`config.mk`:
```
export PLATFORM = sky130hd
export DESIGN_NAME = led_symbol_pulse_encoder
export DESIGN_NICKNAME = d
export VERILOG_FILES = /design/src/lse_pkg.sv /design/src/led_symbol_pulse_encoder.sv /design/src/lse_front.sv /design/src/lse_fifo.sv /design/src/lse_back.sv
export VERILOG_INCLUDE_DIRS = /design/src /design/src/src
export SDC_FILE = /design/constraint.sdc
export NUM_CORES = 1
export LEC_CHECK = 0
export BUFFER_PORTS_ARGS = -buffer_cell sky130_fd_sc_hd__clkbuf_2
export CAP_MARGIN = 20
export CORE_MARGIN = 5
export CORE_UTILIZATION = 30
export CTS_BUF_LIST = sky130_fd_sc_hd__clkbuf_8
export CTS_CLUSTER_DIAMETER = 60
export CTS_CLUSTER_SIZE = 28
export DETAILED_ROUTE_END_ITERATION = 16
export HOLD_SLACK_MARGIN = 0.06
export MAX_ROUTING_LAYER = met4
export PLACE_DENSITY = 0.56
export SLEW_MARGIN = 20
export SYNTH_ARGS = -nofsm -noshare
export SYNTH_HDL_FRONTEND = slang
export SYNTH_SLANG_ARGS = --single-unit
```
`constraint.sdc`:
```
create_clock -name aclk -period 2.05 [get_ports aclk]
set_input_delay 0.5125 -clock aclk [delete_from_list [all_inputs] [get_ports aclk]]
set_output_delay 0.5125 -clock aclk [all_outputs]
set_load 0.02 [all_outputs]
```
`src/assert_macros.svh`:
```
// assertion macros shared by the rtl modules
`ifndef ASSERT_MACROS_SVH
`define ASSERT_MACROS_SVH

`ifndef SYNTHESIS

// property must hold at every clock edge outside reset
`define LSE_ASSERT(lbl, clk, rstn, prop) \
    lbl: assert property (@(posedge clk) disable iff (!rstn) (prop)) \
        else $error("assertion failed");

// condition must never be true outside reset
`define LSE_ASSERT_NEVER(lbl, clk, rstn, cond) \
    lbl: assert property (@(posedge clk) disable iff (!rstn) !(cond)) \
        else $error("forbidden condition seen");

`else

`define LSE_ASSERT(lbl, clk, rstn, prop)
`define LSE_ASSERT_NEVER(lbl, clk, rstn, cond)

`endif

`endif

```
`src/lse_pkg.sv`:
```
// shared types and constants of the led symbol pulse encoder
`timescale 1ns / 1ps
package lse_pkg;

    localparam int TICK_W   = 16;
    localparam int SYM_W    = 8;
    localparam int WORD_W   = 24;
    localparam int BIT_IDX_W = 5;
    localparam int CFG_IDX_W = 3;
    localparam int OUT_DATA_W = 24;

    localparam logic [SYM_W-1:0] SYM_BLUE  = 8'h42;
    localparam logic [SYM_W-1:0] SYM_GREEN = 8'h47;
    localparam logic [SYM_W-1:0] SYM_RED   = 8'h52;

    localparam logic [WORD_W-1:0] WORD_BLUE  = 24'h0000FF;
    localparam logic [WORD_W-1:0] WORD_GREEN = 24'hFF0000;
    localparam logic [WORD_W-1:0] WORD_RED   = 24'h00FF00;

    localparam logic [BIT_IDX_W-1:0] LAST_BIT_IDX = 5'd23;

    localparam logic [CFG_IDX_W-1:0] CFG_ZERO_HIGH  = 3'd0;
    localparam logic [CFG_IDX_W-1:0] CFG_ZERO_LOW   = 3'd1;
    localparam logic [CFG_IDX_W-1:0] CFG_ONE_HIGH   = 3'd2;
    localparam logic [CFG_IDX_W-1:0] CFG_ONE_LOW    = 3'd3;
    localparam logic [CFG_IDX_W-1:0] CFG_LATCH_LOW  = 3'd4;

    localparam logic [TICK_W-1:0] RST_ZERO_HIGH = 16'd35;
    localparam logic [TICK_W-1:0] RST_ZERO_LOW  = 16'd80;
    localparam logic [TICK_W-1:0] RST_ONE_HIGH  = 16'd70;
    localparam logic [TICK_W-1:0] RST_ONE_LOW   = 16'd60;
    localparam logic [TICK_W-1:0] RST_LATCH_LOW = 16'd5000;

    typedef struct packed {
        logic [TICK_W-1:0] zero_high;
        logic [TICK_W-1:0] zero_low;
        logic [TICK_W-1:0] one_high;
        logic [TICK_W-1:0] one_low;
        logic [TICK_W-1:0] latch_low;
    } timing_t;

    // one queued job for the segment generator
    typedef struct packed {
        logic              start;
        logic              has_word;
        logic [WORD_W-1:0] word;
    } cmd_t;

endpackage

```
`src/led_symbol_pulse_encoder.sv`:
```
// top level of the led symbol pulse encoder with its timing registers
`timescale 1ns / 1ps
// Each accepted colour symbol ('B', 'G', 'R') becomes 48 line segments, a high
// then a low part for each of 24 bits sent msb first; with tuser (frame start)
// set a low latch segment comes first, making 49. Another symbol gives only
// the latch segment, or nothing without frame start. Segments leave one per
// cycle through the output register while the sink is ready; a two-job queue
// behind the input lets the next symbols be taken while the current one is
// still being sent. The last segment of each symbol carries tlast. Timing
// registers are written on the cfg port (always ready) and should change only
// while the block is idle.
module led_symbol_pulse_encoder
    import lse_pkg::*;
(
    input  logic                  aclk,
    input  logic                  aresetn,
    input  logic                  s_axis_tvalid,
    output logic                  s_axis_tready,
    input  logic [SYM_W-1:0]      s_axis_tdata,   // [7:0] symbol
    input  logic                  s_axis_tuser,   // [0] frame_start
    output logic                  m_axis_tvalid,
    input  logic                  m_axis_tready,
    output logic [OUT_DATA_W-1:0] m_axis_tdata,   // [0] line_level, [16:1] duration_ticks
    output logic                  m_axis_tlast,   // last_segment
    input  logic                  cfg_valid,
    output logic                  cfg_ready,
    input  logic [CFG_IDX_W-1:0]  cfg_index,
    input  logic [TICK_W-1:0]     cfg_data
);

    timing_t timing_reg, timing_next;
    logic    cfg_write;

    logic cmd_push;
    cmd_t cmd_in;
    logic cmd_push_ready;
    logic cmd_pop;
    cmd_t cmd_out;
    logic cmd_valid;

    assign cfg_ready = 1'b1;
    assign cfg_write = cfg_valid && cfg_ready;

    always_comb begin
        timing_next = timing_reg;
        if (cfg_write) begin
            unique case (cfg_index)
                CFG_ZERO_HIGH: timing_next.zero_high = cfg_data;
                CFG_ZERO_LOW:  timing_next.zero_low  = cfg_data;
                CFG_ONE_HIGH:  timing_next.one_high  = cfg_data;
                CFG_ONE_LOW:   timing_next.one_low   = cfg_data;
                CFG_LATCH_LOW: timing_next.latch_low = cfg_data;
                default: ;
            endcase
        end
    end

    always_ff @(posedge aclk) begin
        if (!aresetn) begin
            timing_reg.zero_high <= RST_ZERO_HIGH;
            timing_reg.zero_low  <= RST_ZERO_LOW;
            timing_reg.one_high  <= RST_ONE_HIGH;
            timing_reg.one_low   <= RST_ONE_LOW;
            timing_reg.latch_low <= RST_LATCH_LOW;
        end else begin
            timing_reg <= timing_next;
        end
    end

    lse_front u_front (
        .s_axis_tvalid (s_axis_tvalid),
        .s_axis_tready (s_axis_tready),
        .s_axis_tdata  (s_axis_tdata),
        .s_axis_tuser  (s_axis_tuser),
        .cmd_push      (cmd_push),
        .cmd_data      (cmd_in),
        .cmd_ready     (cmd_push_ready)
    );

    lse_fifo u_fifo (
        .aclk       (aclk),
        .aresetn    (aresetn),
        .push       (cmd_push),
        .push_data  (cmd_in),
        .push_ready (cmd_push_ready),
        .pop        (cmd_pop),
        .pop_data   (cmd_out),
        .pop_valid  (cmd_valid)
    );

    lse_back u_back (
        .aclk          (aclk),
        .aresetn       (aresetn),
        .timing        (timing_reg),
        .cmd_valid     (cmd_valid),
        .cmd_data      (cmd_out),
        .cmd_pop       (cmd_pop),
        .m_axis_tvalid (m_axis_tvalid),
        .m_axis_tready (m_axis_tready),
        .m_axis_tdata  (m_axis_tdata),
        .m_axis_tlast  (m_axis_tlast)
    );

endmodule

```
`src/lse_front.sv`:
```
// input side: takes symbols and turns them into segment jobs
`timescale 1ns / 1ps
module lse_front
    import lse_pkg::*;
(
    input  logic             s_axis_tvalid,
    output logic             s_axis_tready,
    input  logic [SYM_W-1:0] s_axis_tdata,   // [7:0] symbol
    input  logic             s_axis_tuser,   // [0] frame_start
    output logic             cmd_push,
    output cmd_t             cmd_data,
    input  logic             cmd_ready
);

    logic accept;

    always_comb begin
        cmd_data.start    = s_axis_tuser;
        cmd_data.has_word = 1'b1;
        unique case (s_axis_tdata)
            SYM_BLUE:  cmd_data.word = WORD_BLUE;
            SYM_GREEN: cmd_data.word = WORD_GREEN;
            SYM_RED:   cmd_data.word = WORD_RED;
            default: begin
                cmd_data.word     = '0;
                cmd_data.has_word = 1'b0;
            end
        endcase
    end

    assign s_axis_tready = cmd_ready;
    assign accept        = s_axis_tvalid && s_axis_tready;
    // unknown symbol without frame start yields nothing, drop it here
    assign cmd_push      = accept && (cmd_data.start || cmd_data.has_word);

endmodule

```
`src/lse_fifo.sv`:
```
// two-entry job queue between front and back
`timescale 1ns / 1ps
`include "assert_macros.svh"
module lse_fifo
    import lse_pkg::*;
(
    input  logic aclk,
    input  logic aresetn,
    input  logic push,
    input  cmd_t push_data,
    output logic push_ready,
    input  logic pop,
    output cmd_t pop_data,
    output logic pop_valid
);

    cmd_t       mem_reg [2];
    logic       wr_ptr_reg, wr_ptr_next;
    logic       rd_ptr_reg, rd_ptr_next;
    logic [1:0] count_reg, count_next;

    assign push_ready = (count_reg != 2'd2);
    assign pop_valid  = (count_reg != 2'd0);
    assign pop_data   = mem_reg[rd_ptr_reg];

    always_comb begin
        wr_ptr_next = wr_ptr_reg ^ push;
        rd_ptr_next = rd_ptr_reg ^ pop;
        count_next  = count_reg + {1'b0, push} - {1'b0, pop};
    end

    always_ff @(posedge aclk) begin
        if (!aresetn) begin
            wr_ptr_reg <= 1'b0;
            rd_ptr_reg <= 1'b0;
            count_reg  <= 2'd0;
        end else begin
            wr_ptr_reg <= wr_ptr_next;
            rd_ptr_reg <= rd_ptr_next;
            count_reg  <= count_next;
        end
    end

    always_ff @(posedge aclk) begin
        if (push) begin
            mem_reg[wr_ptr_reg] <= push_data;
        end
    end

    `LSE_ASSERT_NEVER(a_no_overfill, aclk, aresetn, count_reg == 2'd3)
    `LSE_ASSERT_NEVER(a_no_push_full, aclk, aresetn, push && count_reg == 2'd2)
    `LSE_ASSERT_NEVER(a_no_pop_empty, aclk, aresetn, pop && count_reg == 2'd0)

endmodule

```
`src/lse_back.sv`:
```
// output side: walks one job and emits one segment per cycle while the sink is ready
`timescale 1ns / 1ps
`include "assert_macros.svh"
module lse_back
    import lse_pkg::*;
(
    input  logic                  aclk,
    input  logic                  aresetn,
    input  timing_t               timing,
    input  logic                  cmd_valid,
    input  cmd_t                  cmd_data,
    output logic                  cmd_pop,
    output logic                  m_axis_tvalid,
    input  logic                  m_axis_tready,
    output logic [OUT_DATA_W-1:0] m_axis_tdata,  // [0] line_level, [16:1] duration_ticks
    output logic                  m_axis_tlast   // last_segment
);

    logic                 busy_reg, busy_next;
    logic                 latch_reg, latch_next;
    logic                 has_word_reg, has_word_next;
    logic [WORD_W-1:0]    word_reg, word_next;
    logic [BIT_IDX_W-1:0] idx_reg, idx_next;
    logic                 phase_reg, phase_next;   // 0 high part, 1 low part

    logic                 out_valid_reg, out_valid_next;
    logic                 out_level_reg, out_level_next;
    logic [TICK_W-1:0]    out_ticks_reg, out_ticks_next;
    logic                 out_last_reg, out_last_next;

    logic              advance;
    logic              finishing;
    logic              load;
    logic              seg_level;
    logic [TICK_W-1:0] seg_ticks;
    logic              seg_last;
    logic              cur_bit;

    assign advance   = busy_reg && (!out_valid_reg || m_axis_tready);
    assign cur_bit   = word_reg[WORD_W-1];

    always_comb begin
        if (latch_reg) begin
            seg_level = 1'b0;
            seg_ticks = timing.latch_low;
            seg_last  = !has_word_reg;
        end else if (!phase_reg) begin
            seg_level = 1'b1;
            seg_ticks = cur_bit ? timing.one_high : timing.zero_high;
            seg_last  = 1'b0;
        end else begin
            seg_level = 1'b0;
            seg_ticks = cur_bit ? timing.one_low : timing.zero_low;
            seg_last  = (idx_reg == LAST_BIT_IDX);
        end
    end

    assign finishing = advance && seg_last;
    assign load      = cmd_valid && (!busy_reg || finishing);
    assign cmd_pop   = load;

    always_comb begin
        busy_next     = busy_reg;
        latch_next    = latch_reg;
        has_word_next = has_word_reg;
        word_next     = word_reg;
        idx_next      = idx_reg;
        phase_next    = phase_reg;

        if (advance) begin
            if (latch_reg) begin
                latch_next = 1'b0;
            end else if (!phase_reg) begin
                phase_next = 1'b1;
            end else begin
                phase_next = 1'b0;
                word_next  = {word_reg[WORD_W-2:0], 1'b0};
                idx_next   = idx_reg + BIT_IDX_W'(1);
            end
            if (seg_last) begin
                busy_next = 1'b0;
            end
        end

        if (load) begin
            busy_next     = 1'b1;
            latch_next    = cmd_data.start;
            has_word_next = cmd_data.has_word;
            word_next     = cmd_data.word;
            idx_next      = '0;
            phase_next    = 1'b0;
        end
    end

    // output register doubles as the skid stage toward the sink
    always_comb begin
        out_valid_next = out_valid_reg;
        out_level_next = out_level_reg;
        out_ticks_next = out_ticks_reg;
        out_last_next  = out_last_reg;
        if (!out_valid_reg || m_axis_tready) begin
            out_valid_next = advance;
            out_level_next = seg_level;
            out_ticks_next = seg_ticks;
            out_last_next  = seg_last;
        end
    end

    always_ff @(posedge aclk) begin
        if (!aresetn) begin
            busy_reg      <= 1'b0;
            latch_reg     <= 1'b0;
            out_valid_reg <= 1'b0;
        end else begin
            busy_reg      <= busy_next;
            latch_reg     <= latch_next;
            out_valid_reg <= out_valid_next;
        end
    end

    always_ff @(posedge aclk) begin
        has_word_reg  <= has_word_next;
        word_reg      <= word_next;
        idx_reg       <= idx_next;
        phase_reg     <= phase_next;
        out_level_reg <= out_level_next;
        out_ticks_reg <= out_ticks_next;
        out_last_reg  <= out_last_next;
    end

    assign m_axis_tvalid = out_valid_reg;
    assign m_axis_tdata  = {{(OUT_DATA_W - TICK_W - 1){1'b0}}, out_ticks_reg, out_level_reg};
    assign m_axis_tlast  = out_last_reg;

    `LSE_ASSERT_NEVER(a_idx_range, aclk, aresetn, busy_reg && idx_reg > LAST_BIT_IDX)
    `LSE_ASSERT_NEVER(a_latch_needs_busy, aclk, aresetn, latch_reg && !busy_reg)
    `LSE_ASSERT(a_last_ends_job, aclk, aresetn, (finishing && !load) |=> !busy_reg)

endmodule
```
* Word level (Yosys, flattened, before mapping)
Memory sizes are Yosys's and may differ from the RTL's. A register that Yosys moved wholly into a read port is not among the register bits.
Cells that the tools add are included.
** Cells by class
- $add $sub $neg :: 3
- Eq/ne operators :: 10
- Muxes and demuxes :: 21
- Bitwise logic cells :: 3
- Reduce and logical (&&, ||, !) cells :: 26
** Operators by type and width (count)
- $mux 24 :: 4
- $pmux 24 s3 :: 1
- $mux 16 :: 4
- $eq 8x7->1 const B :: 3
- $reduce_and 2->1 :: 7
- $mux 1 :: 12
- $reduce_bool 2->1 :: 4
- $eq 3x2->1 const B :: 2
- $reduce_and 3->1 :: 2
- $add 5x1->5 const B :: 1
- $eq 5x5->1 const B :: 1
- $logic_and 1x1->1 :: 5
- $ne 2x2->1 const B :: 2
- $eq 3x1->1 const B :: 1
- $eq 3x3->1 const B :: 1
- $logic_not 1->1 :: 3
- $logic_not 3->1 :: 1
- $logic_or 1x1->1 :: 3
- $reduce_or 3->1 :: 1
- $add 2x1->2 :: 1
- $sub 2x1->2 :: 1
- $xor 1x1->1 :: 2
- $not 1->1 :: 1
** Word-level totals
- Bits in registers :: 136
- Bits in writable memories :: 52
- Input bits :: 33
- Output and inout port bits :: 28
- Logic and storage cells :: 82
- Memories kept :: 1
** Memories
- u_fifo.mem_reg :: words 2, width 26, rd ports 1, clocked after memory_dff 1, write ports 1, RTL line lse_fifo.sv:17 : cmd_t mem_reg [2];

* Longest topological paths before layout
Gate-level depths: netlist of run 1.
- Word-level depth :: 8
- Gate-level depth with buffers :: 10
- Gate-level depth less buffers :: 10

* Cells and area by module
A second synthesis of run 1 with hierarchy kept.
** Second synthesis, totals
- Cells, all modules :: 609
- Area, all modules :: 8408.1 um^2
** By module, submodules not included
- led_symbol_pulse_encoder :: times used 1, cells an instance 298, area each 3126.7 um^2, sequential area each 1601.5 um^2
- lse_back :: times used 1, cells an instance 172, area each 2811.4 um^2, sequential area each 1471.4 um^2
- lse_fifo :: times used 1, cells an instance 102, area each 2214.6 um^2, sequential area each 1661.6 um^2
- lse_front :: times used 1, cells an instance 37, area each 255.2 um^2, sequential area each 0.0 um^2

* Worst setup path after synthesis of run 1
Ideal clock, no wire load.
- Path kind :: input port to flip-flop
- Start :: input port m_axis_tready
- End :: register u_back.word_reg[0] (enable)
- Library setup time :: 381 ps
- Data arrival time :: 1845 ps
- Required time :: 1669 ps
- Path slack :: -176 ps
- Cell stages on the path :: 4
- Path buffers :: 0
- Path through :: nor2b_4 -> inv_1 -> nand3_1 -> nand2_1
** Between the ends
- Longest elaborated chain between the ends :: 7
- Elaborated cells between the ends (all ways) :: 9
- Those cells by class :: 1 x eq/ne; 8 x reduce/logical
** RTL lines
- start: declaration :: RTL line led_symbol_pulse_encoder.sv:22 : input logic m_axis_tready,
- $logic_or 1x1->1 (*) :: RTL line lse_back.sv:39 : assign advance = busy_reg && (!out_valid_reg || m_axis_tready);
- $logic_and 1x1->1 (*) :: RTL line lse_back.sv:39
- $logic_and 1x1->1 :: RTL line lse_back.sv:58 : assign finishing = advance && seg_last;
- $logic_or 1x1->1 :: RTL line lse_back.sv:59 : assign load = cmd_valid && (!busy_reg || finishing);
- $logic_and 1x1->1 :: RTL line lse_back.sv:59
- $ne 2x2->1 (no line) / $reduce_bool 2->1 (equally long branches)
- $reduce_and 3->1 (no line) (*)
- end signal: assignment :: RTL line lse_back.sv:123 : word_reg <= word_next;
- end: declaration :: RTL line lse_back.sv:22 : logic [WORD_W-1:0] word_reg, word_next;
Every way passes the cells marked *; elsewhere a longest branch is shown, timed or not.
A chain may end at the register's enable or synchronous reset.

* Worst setup path in the final report of run 1
- Start :: register u_back.idx_reg[1]
- End :: register u_fifo.count_reg[1]
** Between the ends
- Longest elaborated chain between the ends :: 7
** RTL lines
- start: declaration :: RTL line lse_back.sv:23 : logic [BIT_IDX_W-1:0] idx_reg, idx_next;
- start signal: assignment :: RTL line lse_back.sv:124 : idx_reg <= idx_next;
- $eq 5x5->1 :: RTL line lse_back.sv:54 : seg_last = (idx_reg == LAST_BIT_IDX);
- $mux 1 :: RTL line lse_back.sv:47 : end else if (!phase_reg) begin
- $mux 1 :: RTL line lse_back.sv:43 : if (latch_reg) begin
- $logic_and 1x1->1 :: RTL line lse_back.sv:58
- $logic_or 1x1->1 :: RTL line lse_back.sv:59
- $logic_and 1x1->1 :: RTL line lse_back.sv:59
- $sub 2x1->2 :: RTL line lse_fifo.sv:29 : count_next = count_reg + {1'b0, push} - {1'b0, pop};
- end signal: assignment :: RTL line lse_fifo.sv:40 : count_reg <= count_next;
- end: declaration :: RTL line lse_fifo.sv:20 : logic [1:0] count_reg, count_next;
No other way between the ends.

==> results of run 1 <==
worst min path at each step:
stage                                 end           start  slack (ps)  cells after the start
floorplan                  timing_reg[60]  timing_reg[60]         430                      2
global placement           timing_reg[66]  timing_reg[66]         440                      2
detailed placement         timing_reg[66]  timing_reg[66]         450                      2
CTS                 u_fifo.mem_reg[1][25]    s_axis_tuser         270                      1
global route        u_fifo.mem_reg[1][25]    s_axis_tuser         280                      1
finish              u_fifo.mem_reg[1][25]    s_axis_tuser         290                      1
critical path, stage by stage (launching register included):
cell and delay, ps:
dfxtp_1 360, ha_2 210, nand2b_1 100, nor3_4 180, o21a_1 160, ha_1 220
inv_1 60, ha_2 180, xnor2_2 120, xnor2_1 80, and2_1 130
cell families (layout without fill, tap and decap cells):
group	Yosys count	after routing	synth area share [%]
simple gates	231	231	15.8
flops	147	147	54.2
compound gates	83	83	9.64
buf+inv	68	139	6.18
mux	56	56	12.2
xor+xnor	7	7	0.956
fa+ha+maj	5	5	0.975
other cells	2	9	0.117
power groups by stage:
stage	logic, mW	registers [mW]	clock network [mW]
final	2.65	4.05	2.43
after global routing	2.92	4.12	2.64
after CTS	2.71	4.06	2.51
after detailed placement	2.70	4.12	0
after global placement	2.68	4.11	0
after floorplan	2.00	4.20	0
cells in the mapped netlist (3+ instances only):
| master | count | share of area (%) |
|---|---|---|
| nor2_1 | 11 | 0.64 |
| buf_4 | 17 | 2.0 |
| dfxtp_1 | 94 | 29 |
| buf_2 | 10 | 0.78 |
| clkbuf_1 | 13 | 0.76 |
| nand2_1 | 168 | 9.8 |
| o21a_1 | 11 | 1.3 |
| ha_1 | 5 | 0.98 |
| and2_1 | 3 | 0.29 |
| a21boi_0 | 59 | 6.9 |
| inv_1 | 20 | 1.2 |
| nand2b_1 | 4 | 0.39 |
| mux2i_1 | 22 | 3.4 |
| mux2_2 | 18 | 3.2 |
| buf_6 | 4 | 0.70 |
| xor2_1 | 5 | 0.68 |
| nand3_1 | 21 | 1.6 |
| edfxtp_1 | 53 | 25 |
| mux4_2 | 16 | 5.6 |
| nor2b_1 | 3 | 0.29 |
| and3_1 | 4 | 0.39 |
| nor3_1 | 4 | 0.31 |
| nand4_1 | 3 | 0.29 |
| o211ai_1 | 3 | 0.35 |
| a21boi_1 | 4 | 0.47 |
layer usage:
layer	vias up	global-route usage [%]
li1	2150	-
met1	2070	15.8
met2	69	19.3
met3	17	2.82
met4	0	4.50
met5	-	-
area by class of cell:
class	count	area (um^2)	area share (%)
Sequential cell	147	3470	46.4
Multi-Input combinational cell	390	2600	34.8
Timing Repair Buffer	87	561	7.49
Tap cell	275	344	4.60
Clock buffer	17	234	3.13
Clock inverter	15	188	2.51
Inverter	20	75.1	1.00
Antenna cell	1	2.50	0.0335
==> out/metrics.csv, run 1 <==
stage;metric;value;unit
run_status;run_status;complete, no violations;
drt;drtPass1Iterations;4;
cells_and_area;syn2layout_area_growth;16.6;%
synthesis;ys_ff_latch;147;
synthesis;synth_flop_cell;dfxtp_1;
drt;m1WireLength;6550;um
cells_and_area;layout.nets;701;
job;maxCapViolCount;0;
synthesis;synth_cell_types;42;
placed_design;place_inst;919;
clock_network;cts.clk_slew.worst_paths;90;ps
global_route;grt_max_degree;57;
sta;slew_viol_final;0;
drt;drt_iter0_markers;222;
power;p_per_area;1220;nW/um^2
clock_network;cts.sinks;147;
cells_and_area;mostFrequentLayoutCells;nand2_1, dfxtp_1, a21boi_0, edfxtp_1, clkbuf_2;
worst_setup_path;cp_max_fo;3;
clock_network;worstSkewPairLatency;450;ps
worst_setup_path;critPathKind;flip-flop to flip-flop;
cells_and_area;final_util;35.6;%
drt;routed.top_layer;met4;
power;pwr-share-clk;26.6;%
floorplanning;die_area;24400;um^2
worst_setup_path;reg2reg_to;u_fifo.count_reg[1];
power;switchingPower;2.80;mW
worst_setup_path;worstSetupStartpoint;u_back.idx_reg[1];
placed_design;post_dp_cell_area;7050;um^2
placed_design;port_buffers;52;
power;power.share.sequential;44.3;%
cells_and_area;nFillCells;2109;
power;max-vdd-ir-drop;549;uV
drt;vias_per_cell;4.52;
power;p_leak;2.91;nW
cells_and_area;post-route-cell-area;7480;um^2
clock_network;cts_tree;yes;
drt;drc;0;
floorplanning;core-area;21000;um^2
floorplanning;die_w;156;um
worst_setup_path;reg2reg_depth;10;
synthesis;ys_seq_area_share;54.2;%
cells_and_area;final_common_cell;nand2_1;
sta;rsz0062_at_grt;no;
placed_design;pre_cts_slack;-189;ps
sta;finalSetupViolations;0;
global_route;grt_pass1_vias;4378;
global_route;track_usage;12.4;%
placed_design;gp_congestion;0.731;
worst_setup_path;reg2reg_slack;170;ps
global_route;antenna_found_initial;1;
sta;post-route-period-util;91.5;%
synthesis;syn_inst;599;
drt;routed_wl;13900;um
power;p_int;6.34;mW
floorplanning;placementRows;53;
power;swShare;30.7;%
floorplanning;ioPinCount;61;
sta;tns;0;ps
sta;setup_ws;174;ps
worst_setup_path;r2r-start;u_back.idx_reg[1];
synthesis;avgSynthCellArea;10.7;um^2
power;total_power;9.14;mW
hold_path;hold_path_class;input pin to flip-flop;
clock_network;cts_resized;0;
global_route;grt_pass1_wl;23000;um
clock_network;cts-buffers-inserted;17;
worst_setup_path;crit_end;u_fifo.count_reg[1];
floorplanning;initial_core_util;30.5;%
clock_network;h-tree-depth;4;
synthesis;synthArstFlopShare;0;%
cells_and_area;final_cells;952;
floorplanning;die_y;156;um
worst_setup_path;cp.required;2400;ps
clock_network;cts_setup_buffers;0;
cells_and_area;drive_gt1_share;24.0;%
clock_network;clk_path_buf_depth;2;
drt;wl_met3;553;um
synthesis;yosys_warnings;0;
synthesis;syn_area;6410;um^2
sta;skew;14.2;ps
drt;avgRoutedWirePerCell;14.6;um
drt;dr_wl_met2;6560;um
global_route;grt_overflow;0;
drt;num_vias;4306;
worst_setup_path;cp-end-kind;flip-flop;
sta;max_freq;533;MHz
clock_network;postCtsHoldBufs;0;
clock_network;clockRootBuffer;clkbuf_8;
cells_and_area;largest_reg_flops;80;
sta;hold_violations;0;
worst_setup_path;critPathArrivalTime;2230;ps
placed_design;hpwl;8720;um
sta;holdWs;295;ps
synthesis;synth_edf_count;53;
drt;antenna_left;0;
worst_setup_path;start_kind;flip-flop;
power;power_frac_comb;29.0;%
sta;period_needed;1880;ps
Note: power is estimated with default switching activity, not from simulation.
==> run 2: changes to the inputs <==
Settings changed: PLACE_DENSITY 0.56 to 0.55, SYNTH_HIERARCHICAL set to 1, TNS_END_PERCENT set to 5.
==> out/metrics.csv, run 2 <==
stage;metric;value;unit
hold_path;min_delay_worst_endpoint;u_fifo/mem_reg[0][25];
sta;tns;0;ps
worst_setup_path;reg2reg_slack;130;ps
clock_network;cts-buffers-inserted;17;
floorplanning;ioPinCount;61;
placed_design;port_buffers;52;
synthesis;avgSynthCellArea;13.8;um^2
sta;max_freq;520;MHz
sta;slew_viol_final;0;
floorplanning;placementRows;61;
worst_setup_path;cp-end-kind;flip-flop;
sta;period_needed;1920;ps
worst_setup_path;critPathArrivalTime;2120;ps
power;power.share.sequential;47.9;%
power;switchingPower;3.10;mW
synthesis;syn_area;8410;um^2
drt;antenna_left;0;
power;p_leak;3.73;nW
synthesis;yosysTopAreaCellShare;33.9;%
power;max-vdd-ir-drop;757;uV
sta;post-route-period-util;93.9;%
drt;routed_wl;14500;um
drt;drt_iter0_markers;195;
cells_and_area;syn2layout_area_growth;12.6;%
synthesis;synth_most_common_cell;edfxtp_1;
job;maxCapViolCount;0;
sta;tightest_slew;731;ps
synthesis;synth_top_cell_by_area;edfxtp_1;
floorplanning;die_y;177;um
drt;num_vias;4452;
global_route;track_usage;9.87;%
cells_and_area;final_util;34.2;%
synthesis;synth_cell_types;46;
global_route;grt_overflow;0;
clock_network;clk_path_buf_depth;2;
worst_setup_path;reg2reg_to;u_back/word_reg[23];
synthesis;yosys_warnings;6;
drt;avgRoutedWirePerCell;13.9;um
clock_network;h-tree-depth;4;
power;p_int;7.29;mW
sta;hold_violations;0;
power;power_frac_comb;29.2;%
synthesis;synthArstFlopShare;0;%
cells_and_area;mostFrequentLayoutCells;edfxtp_1, dfxtp_1, nand2_1, mux2i_1, clkbuf_2;
sta;holdWs;285;ps
power;swShare;29.8;%
drt;drtPass1Iterations;4;
worst_setup_path;r2r-start;u_back/idx_reg[1];
power;pwr-share-clk;22.9;%
cells_and_area;largest_reg_flops;80;
clock_network;worstSkewPairLatency;460;ps
global_route;grt_pass1_vias;4437;
worst_setup_path;start_kind;flip-flop;
power;total_power;10.4;mW
worst_setup_path;cp.required;2250;ps
placed_design;gp_congestion;0.697;
cells_and_area;final_common_cell;edfxtp_1;
synthesis;ys_top_cells_by_area;edfxtp_1, dfxtp_1, mux2i_1;
run_status;run_status;complete, no violations;
cells_and_area;nFillCells;2705;
clock_network;cts.clk_slew.worst_paths;100;ps
clock_network;clockRootBuffer;clkbuf_8;
cells_and_area;n_antenna_cell;0;
synthesis;synth_edf_count;95;
drt;drc;0;
floorplanning;die_w;177;um
clock_network;cts.sinks;189;
floorplanning;die_area;31500;um^2
cells_and_area;layout.nets;691;
synthesis;synth_common_cells;edfxtp_1, dfxtp_1, nand2_1, mux2i_1, mux2_4;
hold_path;min-delay-start;s_axis_tuser;
sta;skew;25.1;ps
synthesis;synth_flop_cell;edfxtp_1;
placed_design;hpwl;9300;um
hold_path;holdPathStages;1;
floorplanning;core-area;27700;um^2
worst_setup_path;critPathKind;flip-flop to flip-flop;
sta;relSlewSlack;51.1;%
clock_network;cts_setup_buffers;0;
synthesis;ys_seq_area_share;56.3;%
global_route;antenna_found_initial;0;
synthesis;ys_ff_latch;189;
clock_network;cts_tree;yes;
hold_path;hold_path_class;input pin to flip-flop;
floorplanning;initial_core_util;30.3;%
worst_setup_path;cp_max_fo;19;
cells_and_area;drive_gt1_share;32.7;%
synthesis;syn_inst;609;
sta;rsz0062_at_grt;no;
drt;vias_per_cell;4.26;
worst_setup_path;reg2reg_depth;6;
power;p_per_area;1100;nW/um^2
global_route;grt_max_degree;63;
global_route;grt_pass1_wl;23700;um
sta;finalSetupViolations;0;
run 2: changes by cell type after synthesis, sizes merged, moves of 14 or more:
cell / previous run / this run
a21boi: 63 / 0
buf: 33 / 56
edfxtp: 53 / 95
inv: 20 / 6
mux2: 18 / 65
mux2i: 22 / 81
nand2: 168 / 88
nand3: 21 / 1
nor2b: 4 / 32
run 2: final cells by class:
class	instances	area, um^2	share of cell area, %
Tap cell	378	473	5.00
Timing Repair Buffer	86	681	7.19
Clock inverter	15	151	1.60
Clock buffer	17	234	2.47
Inverter	6	22.5	0.238
Multi-Input combinational cell	353	3170	33.5
Sequential cell	189	4740	50.0
run 2: power groups by stage:
stage	combinational (mW)	clock, mW	sequential, mW
4_1_cts	3.10	2.48	4.98
2_1_floorplan	2.28	0	5.17
5_1_grt	3.30	2.64	5.04
3_5_place_dp	3.09	0	5.05
3_3_place_gp	3.06	0	5.07
6_report	3.03	2.37	4.97
run 2: how the worst max path moves through the flow:
stage | from | end | slack (ps) | depth (start not counted)
after floorplan | s_axis_tdata[7] | u_fifo/mem_reg[1][0] | 10 | 3
after global placement | s_axis_tdata[7] | u_fifo/mem_reg[1][22] | 4 | 6
after detailed placement | s_axis_tdata[7] | u_fifo/mem_reg[1][22] | -3 | 6
after CTS | u_back/idx_reg[1] | u_fifo/count_reg[1] | 50 | 9
after global routing | u_back/idx_reg[0] | u_fifo/count_reg[1] | 30 | 9
final | u_back/idx_reg[1] | u_back/word_reg[23] | 130 | 6
run 2: layer usage:
metal	vias up	share of wire (%)	track usage, %
met3	9	3.2	2.39
met1	2181	50	13.3
li1	2205	-	-
met4	0	1.1	3.00
met2	57	45	14.8
met5	-	0	-
run 2: kinds of logic after synthesis:
logic type,share of synthesized area [%]
flip-flops,56.3
multiplexers,24.5
AND/OR/NAND/NOR,9.69
buffers and inverters,6.80
AO/OA/AOI/OAI,0.967
XOR/XNOR,0.893
adder cells (fa/ha/maj),0.744
other,0.0893
run 2: worst max-delay path: stages, from the launching register on:
cell,delay [ps]
dfxtp_2,350
ha_2,190
nand4b_1,160
nor3_2,240
o21a_4,190
buf_12,170
mux2_2,350
run 2: stage by stage:
step | std cells | instance area (um^2) | setup WS [ps]
6_report | 1044 | 9470 | 126
5_1_grt | 1044 | 9470 | 26.1
4_1_cts | 1044 | 9460 | 52.8
3_5_place_dp | 1012 | 9070 | -3.44
3_3_place_gp | 1012 | 9070 | 4.10
2_1_floorplan | 615 | 8460 | 13.9
run 2: repair_timing:
| action | 4_1_cts | 5_1_grt |
|---|---|---|
| hold endpoints to repair | 0 | 0 |
| setup endpoints to repair | 0 | 3 |
| hold buffers | 0 | 0 |
| resized for setup | 0 | 3 |
==> run 3: changes to the inputs <==
Settings changed: RECOVER_POWER set to 50.
==> out/metrics.csv, run 3 (synthesis gave the netlist of run 2 again) <==
stage;metric;value;unit
sta;period_needed;1930;ps
cells_and_area;nFillCells;2719;
clock_network;clk_path_buf_depth;2;
global_route;grt_max_degree;63;
floorplanning;die_y;177;um
sta;post-route-period-util;93.9;%
sta;holdWs;320;ps
sta;relSlewSlack;48.3;%
power;total_power;10.4;mW
drt;drt_iter0_markers;226;
worst_setup_path;start_kind;flip-flop;
clock_network;worstSkewPairLatency;460;ps
worst_setup_path;crit_buf_inv;1;
worst_setup_path;path_cells;ha_2, nand4b_1, nor3_2, o21a_4, buf_12, mux2_2;
floorplanning;ioPinCount;61;
global_route;grt_pass1_vias;4437;
placed_design;place_inst;1012;
drt;avgRoutedWirePerCell;13.9;um
hold_path;min-delay-start;cfg_data[0];
worst_setup_path;cp_max_fo;19;
floorplanning;core-area;27700;um^2
worst_setup_path;cpPeakStageDelay;350;ps
worst_setup_path;critPathArrivalTime;2120;ps
run_status;run_status;complete, no violations;
worst_setup_path;worstSetupStartpoint;u_back/idx_reg[1];
sta;rsz0062_at_grt;no;
drt;drc;0;
clock_network;clockRootBuffer;clkbuf_8;
worst_setup_path;cp-end-kind;flip-flop;
clock_network;cts.sinks;189;
cells_and_area;largest_reg_flops;80;
drt;antenna_left;0;
placed_design;hpwl;9300;um
floorplanning;placementRows;61;
floorplanning;initial_core_util;30.3;%
clock_network;postCtsHoldBufs;0;
global_route;antenna_found_initial;0;
worst_setup_path;cp_top_family;simple AND/OR/NAND/NOR gates;
cells_and_area;syn2layout_area_growth;11.7;%
worst_setup_path;cpMaxStageDelayCell;dfxtp_2;
floorplanning;die_area;31500;um^2
clock_network;h-tree-depth;4;
global_route;grt_pass1_wl;23700;um
clock_network;cts-buffers-inserted;17;
cells_and_area;final_common_cell;edfxtp_1;
worst_setup_path;reg2reg_slack;120;ps
cells_and_area;n_antenna_cell;0;
cells_and_area;layout.nets;691;
cells_and_area;post-route-cell-area;9390;um^2
hold_path;hold_path_class;input pin to flip-flop;
cells_and_area;mostFrequentLayoutCells;edfxtp_1, dfxtp_1, nand2_1, mux2i_1, clkbuf_2;
clock_network;cts_setup_buffers;0;
floorplanning;die_w;177;um
drt;drtPass1Iterations;4;
power;max-vdd-ir-drop;756;uV
sta;skew;24.8;ps
global_route;grt_overflow;0;
cells_and_area;final_cells;1044;
worst_setup_path;critPathKind;flip-flop to flip-flop;
clock_network;cts.clk_slew.worst_paths;110;ps
global_route;track_usage;9.87;%
clock_network;cts_tree;yes;
drt;num_vias;4456;
clock_network;cts_resized;0;
drt;vias_per_cell;4.27;
worst_setup_path;r2r-start;u_back/idx_reg[1];
placed_design;port_buffers;52;
sta;tightest_slew;775;ps
sta;hold_violations;0;
power;p_per_area;1100;nW/um^2
drt;routed_wl;14500;um
worst_setup_path;cp.required;2250;ps
placed_design;gp_congestion;0.697;
sta;finalSetupViolations;0;
power;p_leak;3.68;nW
placed_design;post_dp_cell_area;9070;um^2
job;maxCapViolCount;0;
cells_and_area;final_util;33.9;%
sta;max_freq;519;MHz
sta;slew_viol_final;0;
cells_and_area;drive_gt1_share;30.9;%
==> run 3: through the flow <==
step / TNS (ps) / setup slack [ps]
global placement: 0 / 4.10
global route: 0 / 24.7
floorplan: 0 / 13.9
detailed placement: -30.6 / -3.44
CTS: 0 / 52.8
finish: 0 / 124
==> run 3: path summary, 6_finish.rpt <==
check,cells past startpoint,to
setup / recovery,6,u_back/word_reg[23]
hold / removal,3,timing_reg[64]
setup reg to reg,6,u_back/word_reg[23]
hold reg to reg,2,timing_reg[59]
==> run 3: worst min-delay path, stage by stage <==
cell and delay (ps):
clkbuf_2 90, nor2b_1 40, mux2i_1 110
==> run 3: cell type report <==
type	instances	area [um^2]	share of cell area, %
multi-input combinational	353	3160	33.6
sequential	189	4740	50.4
inverter	6	22.5	0.240
clock inverter	15	151	1.61
clock buffer	17	234	2.49
timing repair buffer	86	617	6.57
tap	378	473	5.04
==> run 3: report_power, final <==
group	total, mW	internal, mW	switching, mW
sequential	4.97	4.75	0.221
clock	2.38	0.911	1.47
combinational	3.01	1.60	1.41
total	10.4	7.27	3.10
==> run 3: metal layers <==
metal	vias to the layer above	wire length, um	track usage (%)
li1	2204	-	-
met4	0	159	3.00
met2	55	6570	14.8
met1	2188	7350	13.3
met5	-	0	-
met3	9	437	2.39
